### config.mk
export PLATFORM = sky130hd
export DESIGN_NAME = clipped_mono_bitmap_expand_blit
export DESIGN_NICKNAME = d
export VERILOG_FILES = /design/src/cmbe_pkg.sv /design/src/cmbe_regs.sv /design/src/cmbe_front.sv /design/src/cmbe_expand.sv /design/src/clipped_mono_bitmap_expand_blit.sv
export SDC_FILE = /design/constraint.sdc
export NUM_CORES = 1
export LEC_CHECK = 0
export BUFFER_PORTS_ARGS = -buffer_cell sky130_fd_sc_hd__buf_2
export CORE_AREA = 2 2 288 290
export CTS_CLUSTER_DIAMETER = 150
export CTS_CLUSTER_SIZE = 10
export DETAILED_ROUTE_END_ITERATION = 7
export DIE_AREA = 0 0 290 292
export PLACE_DENSITY = 0.44
export SYNTH_ARGS = -nofsm -noshare
export SYNTH_HDL_FRONTEND = slang
export SYNTH_SLANG_ARGS = --single-unit
### constraint.sdc
create_clock -name clk -period 7.2 [get_ports clk]
set_clock_uncertainty 0.2 [all_clocks]
set_input_delay 1.44 -clock clk [delete_from_list [all_inputs] [get_ports clk]]
set_output_delay 1.44 -clock clk [all_outputs]
set_load 0.01 [all_outputs]
### src/cmbe_pkg.sv
// ----------------------------------------------------------------------------
// cmbe_pkg
// Shared types and constants for the clipped monochrome bitmap expand blit.
// ----------------------------------------------------------------------------
`default_nettype none

package cmbe_pkg;

  // register indexes on the configuration port
  localparam logic [2:0] REG_IMAGE_LEFT  = 3'd0;
  localparam logic [2:0] REG_IMAGE_TOP   = 3'd1;
  localparam logic [2:0] REG_BITMAP_WIDE = 3'd2;
  localparam logic [2:0] REG_CLIP_LEFT   = 3'd3;
  localparam logic [2:0] REG_CLIP_TOP    = 3'd4;
  localparam logic [2:0] REG_CLIP_WIDE   = 3'd5;
  localparam logic [2:0] REG_CLIP_TALL   = 3'd6;
  localparam logic [2:0] REG_COLOUR_PAIR = 3'd7;

  // rotation codes
  localparam logic [1:0] ROT_0   = 2'd0;
  localparam logic [1:0] ROT_90  = 2'd1;
  localparam logic [1:0] ROT_180 = 2'd2;
  localparam logic [1:0] ROT_270 = 2'd3;

  localparam logic [11:0] MAX_BITMAP_WIDE = 12'd2048;

  typedef struct packed {
    logic [7:0] mono_byte;
    logic       last_byte;
  } cmbe_in_t;

  typedef struct packed {
    logic [16:0] pixel_address;
    logic [23:0] pixel_rgb;
    logic        last_of_byte;
  } cmbe_out_t;

  typedef struct packed {
    logic signed [15:0] image_left;
    logic signed [15:0] image_top;
    logic [11:0]        bitmap_pixels_wide;
    logic signed [15:0] clip_left;
    logic signed [15:0] clip_top;
    logic [14:0]        clip_wide;
    logic [14:0]        clip_tall;
    logic [47:0]        colour_pair;
  } cmbe_cfg_t;

  // one decoded byte: which of its eight pixels are written, and the
  // signed framebuffer address of its leftmost pixel
  typedef struct packed {
    logic [7:0]         mask;
    logic [7:0]         data;
    logic signed [31:0] base;
  } cmbe_job_t;

endpackage

`default_nettype wire

### src/cmbe_regs.sv
// ----------------------------------------------------------------------------
// cmbe_regs
// Configuration register file, written through a valid/ready port.
// ----------------------------------------------------------------------------
`default_nettype none

module cmbe_regs
  import cmbe_pkg::*;
(
  input  wire logic        clk,
  input  wire logic        rst_n,
  input  wire logic        cfg_valid,
  output logic             cfg_ready,
  input  wire logic [2:0]  cfg_index,
  input  wire logic [47:0] cfg_data,
  output cmbe_cfg_t        cfg
);

  cmbe_cfg_t cfg_r;
  cmbe_cfg_t cfg_nxt;

  assign cfg_ready = 1'b1;
  assign cfg       = cfg_r;

  always_comb begin
    cfg_nxt = cfg_r;
    if (cfg_valid) begin
      case (cfg_index)
        REG_IMAGE_LEFT:  cfg_nxt.image_left         = signed'(cfg_data[15:0]);
        REG_IMAGE_TOP:   cfg_nxt.image_top          = signed'(cfg_data[15:0]);
        REG_BITMAP_WIDE: cfg_nxt.bitmap_pixels_wide = cfg_data[11:0];
        REG_CLIP_LEFT:   cfg_nxt.clip_left          = signed'(cfg_data[15:0]);
        REG_CLIP_TOP:    cfg_nxt.clip_top           = signed'(cfg_data[15:0]);
        REG_CLIP_WIDE:   cfg_nxt.clip_wide          = cfg_data[14:0];
        REG_CLIP_TALL:   cfg_nxt.clip_tall          = cfg_data[14:0];
        REG_COLOUR_PAIR: cfg_nxt.colour_pair        = cfg_data;
        default:         cfg_nxt = cfg_r;
      endcase
    end
  end

  always_ff @(posedge clk) begin
    if (!rst_n) begin
      cfg_r.image_left         <= 16'sd0;
      cfg_r.image_top          <= 16'sd0;
      cfg_r.bitmap_pixels_wide <= 12'd8;
      cfg_r.clip_left          <= 16'sd0;
      cfg_r.clip_top           <= 16'sd0;
      cfg_r.clip_wide          <= 15'd240;
      cfg_r.clip_tall          <= 15'd320;
      cfg_r.colour_pair        <= 48'hFF_FFFF;
    end else begin
      cfg_r <= cfg_nxt;
    end
  end

endmodule

`default_nettype wire

### src/cmbe_front.sv
// ----------------------------------------------------------------------------
// cmbe_front
// Input register and byte decode: tracks row and byte position, clips the
// eight pixels of the held byte and computes the address of its first pixel.
// ----------------------------------------------------------------------------
`default_nettype none

module cmbe_front
  import cmbe_pkg::*;
#(
  parameter int PANEL_WIDTH  = 240,
  parameter int PANEL_HEIGHT = 320,
  parameter int ROTATION     = 0
) (
  input  wire logic      clk,
  input  wire logic      rst_n,
  input  cmbe_cfg_t      cfg,
  input  wire logic      in_valid,
  output logic           in_stall,
  input  cmbe_in_t       in_data,
  input  wire logic      load_ok,
  output logic           job_valid,
  output cmbe_job_t      job
);

  localparam logic [1:0]         ROT  = 2'(ROTATION);
  localparam logic signed [31:0] PW_S = 32'(PANEL_WIDTH);
  localparam logic signed [31:0] PH_S = 32'(PANEL_HEIGHT);

  logic        s1_valid_r, s1_valid_nxt;
  logic [7:0]  s1_data_r;
  logic [15:0] s1_row_r;
  logic [8:0]  s1_byte_r;
  logic [15:0] row_r, row_nxt;
  logic [8:0]  byte_r, byte_nxt;

  logic        accept;
  logic [11:0] width_sat;
  logic [8:0]  bytes_per_row;

  assign in_stall  = s1_valid_r && !load_ok;
  assign accept    = in_valid && !in_stall;
  assign job_valid = s1_valid_r;

  assign width_sat     = (cfg.bitmap_pixels_wide > MAX_BITMAP_WIDE) ?
                         MAX_BITMAP_WIDE : cfg.bitmap_pixels_wide;
  assign bytes_per_row = 9'((13'(width_sat) + 13'd7) >> 3);

  // position of the next byte
  always_comb begin
    row_nxt  = row_r;
    byte_nxt = byte_r;
    if (accept) begin
      if (in_data.last_byte) begin
        row_nxt  = '0;
        byte_nxt = '0;
      end else if ((10'(byte_r) + 10'd1) >= 10'(bytes_per_row)) begin
        byte_nxt = '0;
        row_nxt  = row_r + 16'd1;
      end else begin
        byte_nxt = byte_r + 9'd1;
      end
    end
  end

  always_comb begin
    s1_valid_nxt = s1_valid_r;
    if (accept) begin
      s1_valid_nxt = 1'b1;
    end else if (load_ok) begin
      s1_valid_nxt = 1'b0;
    end
  end

  always_ff @(posedge clk) begin
    if (!rst_n) begin
      s1_valid_r <= 1'b0;
      row_r      <= '0;
      byte_r     <= '0;
    end else begin
      s1_valid_r <= s1_valid_nxt;
      row_r      <= row_nxt;
      byte_r     <= byte_nxt;
    end
  end

  always_ff @(posedge clk) begin
    if (accept) begin
      s1_data_r <= in_data.mono_byte;
      s1_row_r  <= row_r;
      s1_byte_r <= byte_r;
    end
  end

  // clip tests per pixel, rotation and base address
  always_comb begin
    logic signed [31:0] sy;
    logic signed [31:0] cl;
    logic signed [31:0] ct;
    logic signed [31:0] cr;
    logic signed [31:0] cb;
    logic signed [31:0] sx;
    logic signed [31:0] px;
    logic signed [31:0] py;
    logic [11:0]        col;
    logic               row_in;
    sy     = 32'(cfg.image_top) + signed'({16'd0, s1_row_r});
    cl     = 32'(cfg.clip_left);
    ct     = 32'(cfg.clip_top);
    cr     = cl + signed'({17'd0, cfg.clip_wide});
    cb     = ct + signed'({17'd0, cfg.clip_tall});
    row_in = (sy >= ct) && (sy < cb);
    job.data = s1_data_r;
    job.mask = '0;
    job.base = '0;
    for (int k = 0; k < 8; k++) begin
      col = {s1_byte_r, 3'(k)};
      sx  = 32'(cfg.image_left) + signed'({20'd0, col});
      case (ROT)
        ROT_0: begin
          px = sx;
          py = sy;
        end
        ROT_90: begin
          px = sy;
          py = PH_S - 32'sd1 - sx;
        end
        ROT_180: begin
          px = PW_S - 32'sd1 - sx;
          py = PH_S - 32'sd1 - sy;
        end
        default: begin
          px = PW_S - 32'sd1 - sy;
          py = sx;
        end
      endcase
      job.mask[k] = row_in && (col < width_sat) && (sx >= cl) && (sx < cr) &&
                    (px >= 32'sd0) && (px < PW_S) && (py >= 32'sd0) && (py < PH_S);
      if (k == 0) begin
        job.base = py * PW_S + px;
      end
    end
  end

endmodule

`default_nettype wire

### src/cmbe_expand.sv
// ----------------------------------------------------------------------------
// cmbe_expand
// Pixel serializer and output register: emits the clipped pixels of one
// decoded byte left to right, one pixel write per cycle while out_stall is low.
// ----------------------------------------------------------------------------
`default_nettype none

module cmbe_expand
  import cmbe_pkg::*;
#(
  parameter int PANEL_WIDTH = 240,
  parameter int ROTATION    = 0
) (
  input  wire logic      clk,
  input  wire logic      rst_n,
  input  cmbe_cfg_t      cfg,
  input  wire logic      job_valid,
  input  cmbe_job_t      job,
  output logic           load_ok,
  output logic           out_valid,
  input  wire logic      out_stall,
  output cmbe_out_t      out_data
);

  localparam logic [1:0]         ROT  = 2'(ROTATION);
  localparam logic signed [31:0] PW_S = 32'(PANEL_WIDTH);

  logic [7:0]         mask_r, mask_nxt;
  logic [7:0]         data_r;
  logic signed [31:0] base_r;
  logic               out_valid_r;
  cmbe_out_t          out_r, out_nxt;

  logic               busy;
  logic               out_free;
  logic               emit;
  logic               load;
  logic [2:0]         pick;
  logic [7:0]         pick_oh;
  logic [7:0]         remaining;
  logic               last;
  logic signed [31:0] offset;
  logic signed [31:0] addr;

  assign busy      = mask_r != 8'd0;
  assign out_free  = !out_valid_r || !out_stall;
  assign emit      = busy && out_free;
  assign pick_oh   = 8'd1 << pick;
  assign remaining = mask_r & ~pick_oh;
  assign last      = remaining == 8'd0;
  assign load_ok   = !busy || (emit && last);
  assign load      = job_valid && load_ok;

  // leftmost pending pixel
  always_comb begin
    pick = 3'd0;
    for (int k = 7; k >= 0; k--) begin
      if (mask_r[k]) begin
        pick = 3'(k);
      end
    end
  end

  always_comb begin
    case (ROT)
      ROT_0:   offset = signed'({29'd0, pick});
      ROT_90:  offset = -(signed'({29'd0, pick}) * PW_S);
      ROT_180: offset = -signed'({29'd0, pick});
      default: offset = signed'({29'd0, pick}) * PW_S;
    endcase
    addr = base_r + offset;
    out_nxt.pixel_address = addr[16:0];
    out_nxt.pixel_rgb     = data_r[3'd7 - pick] ? cfg.colour_pair[47:24] :
                                                  cfg.colour_pair[23:0];
    out_nxt.last_of_byte  = last;
  end

  always_comb begin
    mask_nxt = mask_r;
    if (load) begin
      mask_nxt = job.mask;
    end else if (emit) begin
      mask_nxt = remaining;
    end
  end

  always_ff @(posedge clk) begin
    if (!rst_n) begin
      mask_r      <= '0;
      out_valid_r <= 1'b0;
    end else begin
      mask_r <= mask_nxt;
      if (out_free) begin
        out_valid_r <= emit;
      end
    end
  end

  always_ff @(posedge clk) begin
    if (load) begin
      data_r <= job.data;
      base_r <= job.base;
    end
    if (emit) begin
      out_r <= out_nxt;
    end
  end

  assign out_valid = out_valid_r;
  assign out_data  = out_r;

  // a byte with pixels left keeps the serializer busy
  a_busy_after_mid: assert property (@(posedge clk) disable iff (!rst_n)
    (emit && !last) |=> busy)
    else $error("serializer idle with pixels pending");

  // without a load the pending set only loses bits
  a_mask_shrinks: assert property (@(posedge clk) disable iff (!rst_n)
    (busy && !load) |=> ((mask_r & ~$past(mask_r)) == 8'd0))
    else $error("pending pixel set grew without a load");

  // a stalled output freezes the pending set
  a_hold_on_stall: assert property (@(posedge clk) disable iff (!rst_n)
    (busy && !out_free) |=> (mask_r == $past(mask_r)))
    else $error("pixel dropped while output stalled");

  // last_of_byte marks the pixel that frees the serializer
  a_last_frees: assert property (@(posedge clk) disable iff (!rst_n)
    (emit && last && !job_valid) |=> !busy)
    else $error("serializer still busy after final pixel");

endmodule

`default_nettype wire

### src/clipped_mono_bitmap_expand_blit.sv
// ----------------------------------------------------------------------------
// clipped_mono_bitmap_expand_blit
// Expands bytes of a 1-bit-per-pixel bitmap into clipped, rotated pixel
// writes addressed into a framebuffer.
// ----------------------------------------------------------------------------
// Usage:
//   in_*  : bitmap bytes in row order, msb leftmost, last_byte on the final
//           byte of a bitmap (row and byte position return to zero after it).
//   out_* : one framebuffer write per transfer, pixels of a byte left to
//           right, last_of_byte on the final write caused by that byte.
//   cfg_* : register writes, always ready; write only while the block is idle.
// Path: the first pixel of a byte goes from the input register through the
//   serializer to the output register. Throughput: one pixel write per cycle
//   while out_stall is low; the serializer feeding the output register sets
//   this. A byte yields up to eight writes; one that yields none still passes
//   through the serializer. The next byte is taken and decoded while the current one drains.
// Reset: synchronous, active low; position and valids clear, registers take
//   their reset values. A stall on out_stall holds out_data and, once the
//   input register is full, raises in_stall.
// ----------------------------------------------------------------------------
`default_nettype none

module clipped_mono_bitmap_expand_blit
  import cmbe_pkg::*;
#(
  parameter int PANEL_WIDTH  = 240,
  parameter int PANEL_HEIGHT = 320,
  parameter int ROTATION     = 0
) (
  input  wire logic        clk,
  input  wire logic        rst_n,
  input  wire logic        in_valid,
  output logic             in_stall,
  input  cmbe_in_t         in_data,
  output logic             out_valid,
  input  wire logic        out_stall,
  output cmbe_out_t        out_data,
  input  wire logic        cfg_valid,
  output logic             cfg_ready,
  input  wire logic [2:0]  cfg_index,
  input  wire logic [47:0] cfg_data
);

  cmbe_cfg_t cfg;
  cmbe_job_t job;
  logic      job_valid;
  logic      load_ok;

  cmbe_regs u_regs (
    .clk       (clk),
    .rst_n     (rst_n),
    .cfg_valid (cfg_valid),
    .cfg_ready (cfg_ready),
    .cfg_index (cfg_index),
    .cfg_data  (cfg_data),
    .cfg       (cfg)
  );

  cmbe_front #(
    .PANEL_WIDTH  (PANEL_WIDTH),
    .PANEL_HEIGHT (PANEL_HEIGHT),
    .ROTATION     (ROTATION)
  ) u_front (
    .clk       (clk),
    .rst_n     (rst_n),
    .cfg       (cfg),
    .in_valid  (in_valid),
    .in_stall  (in_stall),
    .in_data   (in_data),
    .load_ok   (load_ok),
    .job_valid (job_valid),
    .job       (job)
  );

  cmbe_expand #(
    .PANEL_WIDTH (PANEL_WIDTH),
    .ROTATION    (ROTATION)
  ) u_expand (
    .clk       (clk),
    .rst_n     (rst_n),
    .cfg       (cfg),
    .job_valid (job_valid),
    .job       (job),
    .load_ok   (load_ok),
    .out_valid (out_valid),
    .out_stall (out_stall),
    .out_data  (out_data)
  );

endmodule

`default_nettype wire

==> impl_metrics.py, run 1 <==
metrics = {
    "grt": {
        "overflow": 0,
        "grt_pass1_vias": 21155,
        "antenna_found_initial": 2,
        "track_usage_pct": 21.0,
        "grt_first_pass_wirelength_um": 135000,
        "grt_max_degree": 94,
    },
    "sta": {
        "tightest_slew_ps": 1110,
        "slew_viol_final": 0,
        "rsz0062_at_grt": "no",
        "finalCritPeriodShare_pct": 83.5,
        "max_clock_freq_mhz": 166,
        "setup_violations": 0,
        "relSlewSlack_pct": 25.8,
        "fin_crit_ps": 6010,
        "fin_setup_tns_ps": 0,
        "hold_violations": 0,
    },
    "route": {
        "drc_errors": 0,
        "dr_total_vias": 21199,
        "dr.pass1.iters": 5,
        "wl_per_cell_um": 22.5,
        "drtAntennaViolNets": 0,
        "vias_per_cell": 5.28,
        "wl_um": 90400,
        "drt_iter0_drc": 1415,
    },
    "power": {
        "power_density_mw_per_mm2": 171,
        "vdd_drop_max_uv": 145,
        "power_leakage_nw": 11.3,
    },
    "clock_network": {
        "cts-resized-gates": 0,
        "numCtsBuffers": 34,
        "cts_root_buf": "clkbuf_16",
        "cts_setup_buffers": 0,
        "cts_buffer_depth": 3,
        "cts.clk_slew.worst_paths_ps": 80,
        "htree_levels": 2,
        "clock_sinks": 289,
        "cts_tree": "built",
        "clk_latency_ps": 550,
        "hold_buffers": 0,
    },
    "placed_design": {
        "dp_hpwl_um": 68500,
        "portBuffers": 108,
        "place_area_mm2": 0.0262,
        "gp_congestion": 0.959,
    },
    "floorplan": {
        "die-area_mm2": 0.0847,
        "die_x_um": 290,
        "io_pins": 110,
        "coreArea_mm2": 0.0816,
        "dieHeight_um": 292,
        "initial_core_util_pct": 29.7,
        "rows": 105,
    },
    "worst_setup_path": {
        "reg2regPathDepth": 23,
        "crit_path_start": "u_regs.cfg[94]",
        "r2r_setup_slack_ps": 1190,
        "crit_type": "reg -> reg",
        "cp_data_arrival_time_ps": 6260,
        "cp_data_required_time_ps": 7450,
        "cp-start-kind": "register",
        "critPathMaxFanout": 5,
        "critPathCaptureType": "register",
        "r2r_start": "u_regs.cfg[94]",
    },
    "min_path": {
        "worst_hold_path_type": "reg -> reg",
        "worst_hold_startpoint": "u_front.s1_data_r[6]",
        "hold_depth": 0,
    },
    "job": {
        "cap_viol_max_count": 0,
    },
    "logic_synthesis": {
        "yosysSeqAreaShare_pct": 28.0,
        "async_flop_share_pct": 0,
        "yosys_warnings": 0,
        "syn_nets": 3298,
        "yosys.cell_types.count": 89,
        "syn_inst": 2813,
        "synth-edff-count": 100,
        "syn-cell-area_mm2": 0.0243,
        "synth_flop_cell": "dfxtp_1",
        "synth_seq_cells": 289,
        "postSynthAreaPerCell_um2": 8.62,
    },
    "layout": {
        "fin_area_mm2": 0.0272,
        "synthToLayoutAreaGrowth_pct": 12.2,
        "fin_nets": 3405,
        "drive_gt1_share_pct": 8.80,
    },
    "run_status": {
        "outcome": "finished, final reports clean",
    },
}
[sequential cells by signal (all words and copies together), names as in the netlist]
| register | count |
|---|---|
| u_expand.out_valid | 1 |
| u_regs.cfg | 154 |
| u_front.s1_row_r | 16 |
| u_front.s1_byte_r | 9 |
| u_front.row_r | 16 |
| u_expand.mask_r | 8 |
| u_expand.data_r | 8 |
| u_expand.out_data | 42 |
| u_front.byte_r | 9 |
| u_front.job_valid | 1 |
| u_front.s1_data_r | 8 |
| u_expand.base_r | 17 |
[final timing paths]
kind,to
max,u_expand.mask_r[0]
min,u_expand.data_r[6]
max reg2reg,u_expand.mask_r[0]
min reg2reg,u_expand.data_r[6]
[Yosys cell counts, types with 5 or more instances]
master	n	share of area, %
a2111oi_0	8	0.29
a211oi_1	17	0.53
a21boi_0	130	4.0
a21boi_1	6	0.19
a21o_1	64	2.0
a21oi_1	173	3.6
a31oi_1	13	0.34
a41oi_1	5	0.18
and2_1	10	0.26
and3_1	14	0.36
and4_1	5	0.18
buf_1	9	0.14
buf_4	13	0.40
clkbuf_1	71	1.1
dfxtp_1	189	16
edfxtp_1	100	12
fa_1	23	1.9
ha_1	397	20
inv_1	154	2.4
mux2_2	26	1.2
mux2i_1	5	0.21
nand2_1	425	6.6
nand2b_1	39	1.0
nand3_1	93	1.9
nand3b_1	8	0.25
nand4_1	46	1.2
nand4b_1	6	0.22
nor2_1	121	1.9
nor2b_1	48	1.2
nor3_1	40	0.83
nor4_1	19	0.49
o2111ai_1	8	0.29
o211ai_1	11	0.34
o21a_1	35	1.1
o21ai_0	129	2.7
o21ai_1	19	0.39
o21bai_1	15	0.46
o221ai_1	7	0.25
o31ai_1	10	0.31
or3_1	11	0.28
or4_1	7	0.22
xnor2_1	133	4.8
xor2_1	72	2.6
[cells in the final DEF (no fill, tap or decap), types with 8 or more instances in the layout]
cell type / count
o2111ai_1: 8
xnor2_1: 132
a31oi_1: 13
a2111oi_0: 8
inv_1: 154
nand3b_1: 8
nor3_1: 38
o21bai_1: 15
or3_1: 11
a21boi_0: 130
o21ai_1: 19
edfxtp_1: 100
nand3_1: 93
nand2_1: 425
buf_4: 60
clkbuf_1: 22
nor2_1: 119
nand4_1: 46
a21o_1: 64
clkbuf_16: 35
o21a_1: 35
and2_1: 10
o31ai_1: 10
o211ai_1: 11
o21ai_0: 129
fa_1: 23
nor2b_1: 48
nand2b_1: 39
xor2_1: 71
a21oi_1: 172
mux2_2: 26
dfxtp_1: 189
nor4_1: 19
a211oi_1: 17
and3_1: 14
ha_1: 397
buf_2: 107
[metrics by stage]
step / std cells / hold slack (ps) / setup slack, ps / utilization (%) / power (mW)
2_1_floorplan: 2813 / 200 / 1790 / - / 2.68
3_3_place_gp: 3954 / 213 / 1320 / 32.1 / 3.05
3_5_place_dp: 3954 / 207 / 1300 / 32.1 / 3.07
4_1_cts: 4013 / 220 / 1250 / 33.4 / 4.71
5_1_grt: 4013 / 236 / 805 / 33.4 / 4.93
6_report: 4014 / 219 / 1190 / 33.4 / 4.66
[final cells by class]
| cell class | count | area [um2] |
|---|---|---|
| Antenna cell | 1 | 2.50 |
| Clock buffer | 57 | 958 |
| Clock inverter | 2 | 32.5 |
| Fill cell | 8480 | 54400 |
| Inverter | 156 | 586 |
| Multi-Input combinational cell | 2272 | 16500 |
| Sequential cell | 289 | 6790 |
| Tap cell | 1070 | 1340 |
| Timing Repair Buffer | 167 | 986 |
[layer usage]
layer	routed length, um	vias to the layer above	global-route usage, %
li1	-	10291	-
met1	41600	10196	28.3
met2	40900	561	34.5
met3	4090	151	2.21
met4	3710	0	8.09
met5	0	-	0
[power breakdown]
part	internal, mW	switching (mW)
clock	0.909	0.706
sequential	1.78	0.0464
combinational	0.491	0.730
[critical path, cell delays in order (launching register included)]
cell,delay (ps)
dfxtp_1,390
ha_1,200
inv_1,60
fa_1,400
nor2b_1,120
o21ai_0,130
a21oi_1,200
o21ai_0,120
a21boi_0,430
o21ai_0,180
a21oi_1,200
o21ai_0,160
a21oi_1,320
nand4_1,170
nand3_1,390
ha_1,340
o21ai_0,250
o221ai_1,160
a2111oi_0,500
nand3_1,120
or4_1,400
nor4_1,200
nand4b_1,150
o21ai_1,120
[cells by family after synthesis]
family,Yosys count,synth area share [%]
XOR/XNOR,205,7.40
adder cells (fa/ha/maj),424,22.5
AO/OA/AOI/OAI,704,19.0
AND/OR/NAND/NOR,906,17.5
multiplexers,32,1.51
other,1,0.0155
buffers and inverters,252,4.12
flip-flops,289,28.0
Power figures use the tool's default switching activity.
==> run 2, diff against run 1 <==
==> constraint.sdc (replaced) <==
create_clock -name clk -period 5.55 [get_ports clk]
set_clock_uncertainty 0.2 [all_clocks]
set_input_delay 1.11 -clock clk [delete_from_list [all_inputs] [get_ports clk]]
set_output_delay 1.11 -clock clk [all_outputs]
set_load 0.01 [all_outputs]
==> run 2 against run 1 <==
Global-route usage shrank 0.063 points. Power grew 34%. Cell count grew 2.6%. Worst hold slack gained 6.1 ps. Sequential power grew 30%. Maximum frequency grew 11%. Clock power grew 30%. Setup slack lost 1000 ps. Design area grew 4.0%. Sequential share of layout area shrank 0.97 points. Critical path depth shrank 2.
==> impl_metrics.py, run 2 (synthesis gave the netlist of run 1 again) <==
metrics = {
    "sta": {
        "finalCritPeriodShare_pct": 97.5,
        "max_clock_freq_mhz": 185,
        "relSlewSlack_pct": 19.5,
        "tightest_slew_ps": 1200,
        "fin_crit_ps": 5410,
        "timing.final.ws_setup_ps": 141,
        "hold_violations": 0,
        "setup_violations": 0,
        "slew_viol_final": 0,
    },
    "grt": {
        "antenna_found_initial": 3,
        "grt_pass1_vias": 21409,
        "track_usage_pct": 20.9,
        "busiest_layer": "met2",
        "overflow": 0,
        "use_met3_pct": 1.97,
        "grtUsageMet1_pct": 28.7,
        "grt_first_pass_wirelength_um": 136000,
        "grt_use_met2_pct": 34.7,
        "grt_max_degree": 91,
    },
    "placed_design": {
        "place_area_mm2": 0.0269,
        "gp_congestion": 0.981,
        "place_ws_ps": -114,
        "portBuffers": 108,
        "dp_hpwl_um": 69700,
    },
    "worst_setup_path": {
        "critPathMaxFanout": 4,
        "cp-start-kind": "register",
        "crit_chain": "ha_1, nor2_2, nor2_1, xor2_1, ha_1, fa_1, inv_1, fa_1, inv_1, ha_1, buf_4, xnor2_2, ha_1, o21ai_1, nand2b_1, a21o_1, a21o_1, a21o_1, a2111oi_4, nor3_2, xnor2_1",
        "crit_type": "reg -> reg",
        "r2r_start": "u_front.s1_row_r[2]",
        "critPathCaptureType": "register",
        "path_buf_inv": 3,
        "cp_data_required_time_ps": 5650,
        "timing.rr.end": "u_expand.base_r[16]",
        "reg2regPathDepth": 21,
        "critPathSlowestCell": "fa_1",
        "critPathMaxStageDelay_ps": 510,
        "cp_data_arrival_time_ps": 5510,
        "critPathMostFrequentCell": "ha_1",
        "crit_path_start": "u_front.s1_row_r[2]",
        "path_delay_family": "adder cells",
        "r2r_setup_slack_ps": 140,
    },
    "layout": {
        "fin_nets": 3509,
        "final_cell_mix": "nand2_1 (424), ha_1 (389), dfxtp_1 (189)",
        "final_common_cell": "nand2_1",
        "drive_gt1_share_pct": 13.6,
        "fin_area_mm2": 0.0283,
        "diodes": 0,
        "ff_latch_area_mm2": 0.00679,
        "n_fill_cell": 8426,
        "multi_input_area_mm2": 0.0168,
        "synthToLayoutAreaGrowth_pct": 16.7,
        "largest_register_ffs": 154,
    },
    "clock_network": {
        "cts.clk_slew.worst_paths_ps": 60,
        "numCtsBuffers": 34,
        "cts_tree": "built",
        "htree_levels": 2,
        "clk_latency_ps": 560,
        "cts_root_buf": "clkbuf_16",
        "cts_buffer_depth": 3,
        "clock_sinks": 289,
    },
    "route": {
        "drtAntennaViolNets": 0,
        "wl_um": 90600,
        "drc_errors": 0,
        "vias_per_cell": 5.25,
        "wl_per_cell_um": 22.0,
        "drt_iter0_drc": 1547,
        "dr.pass1.iters": 7,
        "dr_total_vias": 21616,
    },
    "min_path": {
        "worst_hold_path_type": "reg -> reg",
        "hold_end": "u_expand.data_r[5]",
        "hold_depth": 0,
        "worst_hold_startpoint": "u_front.s1_data_r[5]",
    },
    "power": {
        "switching_share_pct": 31.9,
        "p_int_mw": 4.26,
        "pwr-share-clk_pct": 33.6,
        "power_density_mw_per_mm2": 221,
        "switching_power_mw": 2.00,
        "seqPwrFrac_pct": 37.9,
        "vdd_drop_max_uv": 161,
        "p_comb_share_pct": 28.6,
        "power_leakage_nw": 11.9,
    },
    "floorplan": {
        "die_x_um": 290,
        "dieHeight_um": 292,
        "die-area_mm2": 0.0847,
        "rows": 105,
        "io_pins": 110,
        "initial_core_util_pct": 29.7,
        "coreArea_mm2": 0.0816,
    },
    "run_status": {
        "outcome": "finished, final reports clean",
    },
    "job": {
        "cap_viol_max_count": 0,
    },
}
run 2: cell count changes in the layout (fill, tap and decap cells not counted), sizes merged:
cell / delta
buf: +104
inv: +2
clkbuf: -1
clkinv: -1
diode: -1
run 2: metal layers:
metal  wire (um)  vias to the layer above
met5           0                        -
li1            -                    10492
met2       41800                      491
met1       42500                    10507
met3        3540                      126
met4        2730                        0
run 2: worst max-delay path by stage:
stage / slack (ps) / to / depth (start not counted)
after floorplan: 140 / u_expand.base_r[16] / 20
after global placement: -80 / u_expand.mask_r[4] / 22
after detailed placement: -110 / u_expand.base_r[16] / 22
after CTS: 40 / u_expand.mask_r[4] / 20
after global routing: -70 / u_expand.base_r[16] / 21
final: 140 / u_expand.base_r[16] / 21
run 2: power by group through the flow:
stage / Combinational [mW] / Sequential (mW) / Clock, mW
finish: 1.79 / 2.37 / 2.10
global route: 1.99 / 2.37 / 2.26
CTS: 1.72 / 2.37 / 2.17
detailed placement: 1.68 / 2.41 / 0
global placement: 1.66 / 2.41 / 0
floorplan: 1.09 / 2.39 / 0
run 2: area by class of cell:
class                   instances  share of cell area [%]
clock inverters                 3                   0.208
clock buffers                  56                    3.30
repair buffers                271                    6.37
multi-input cells            2272                    59.4
inverters                     156                    2.07
well taps                    1070                    4.73
flip-flops and latches        289                    24.0
run 2: worst reg2reg max path, stage by stage, from the launching register on:
cell	delay, ps
edfxtp_1	380
ha_1	400
nor2_2	240
nor2_1	90
xor2_1	210
ha_1	290
fa_1	510
inv_1	50
fa_1	500
inv_1	50
ha_1	320
buf_4	150
xnor2_2	130
ha_1	320
o21ai_1	80
nand2b_1	80
a21o_1	170
a21o_1	190
a21o_1	220
a2111oi_4	330
nor3_2	100
xnor2_1	140
run 2: repair_timing:
item                                    in CTS  in global routing
gates cloned                                 0                  0
setup buffers                                0                 11
hold buffers                                 0                  0
endpoints found under the setup margin      10                 11
resized for setup                           13                 54
pin swaps                                    1                 27
run 2: through the flow:
stage	instances	power [mW]	TNS, ps	utilization [%]	hold slack [ps]
after CTS	4106	6.25	0	34.3	225
final	4117	6.25	0	34.7	225
after detailed placement	4047	4.09	-408	33.0	210
after global routing	4117	6.63	-97.9	34.7	237
after floorplan	2813	3.48	0	-	200
after global placement	4047	4.07	-362	33.0	209
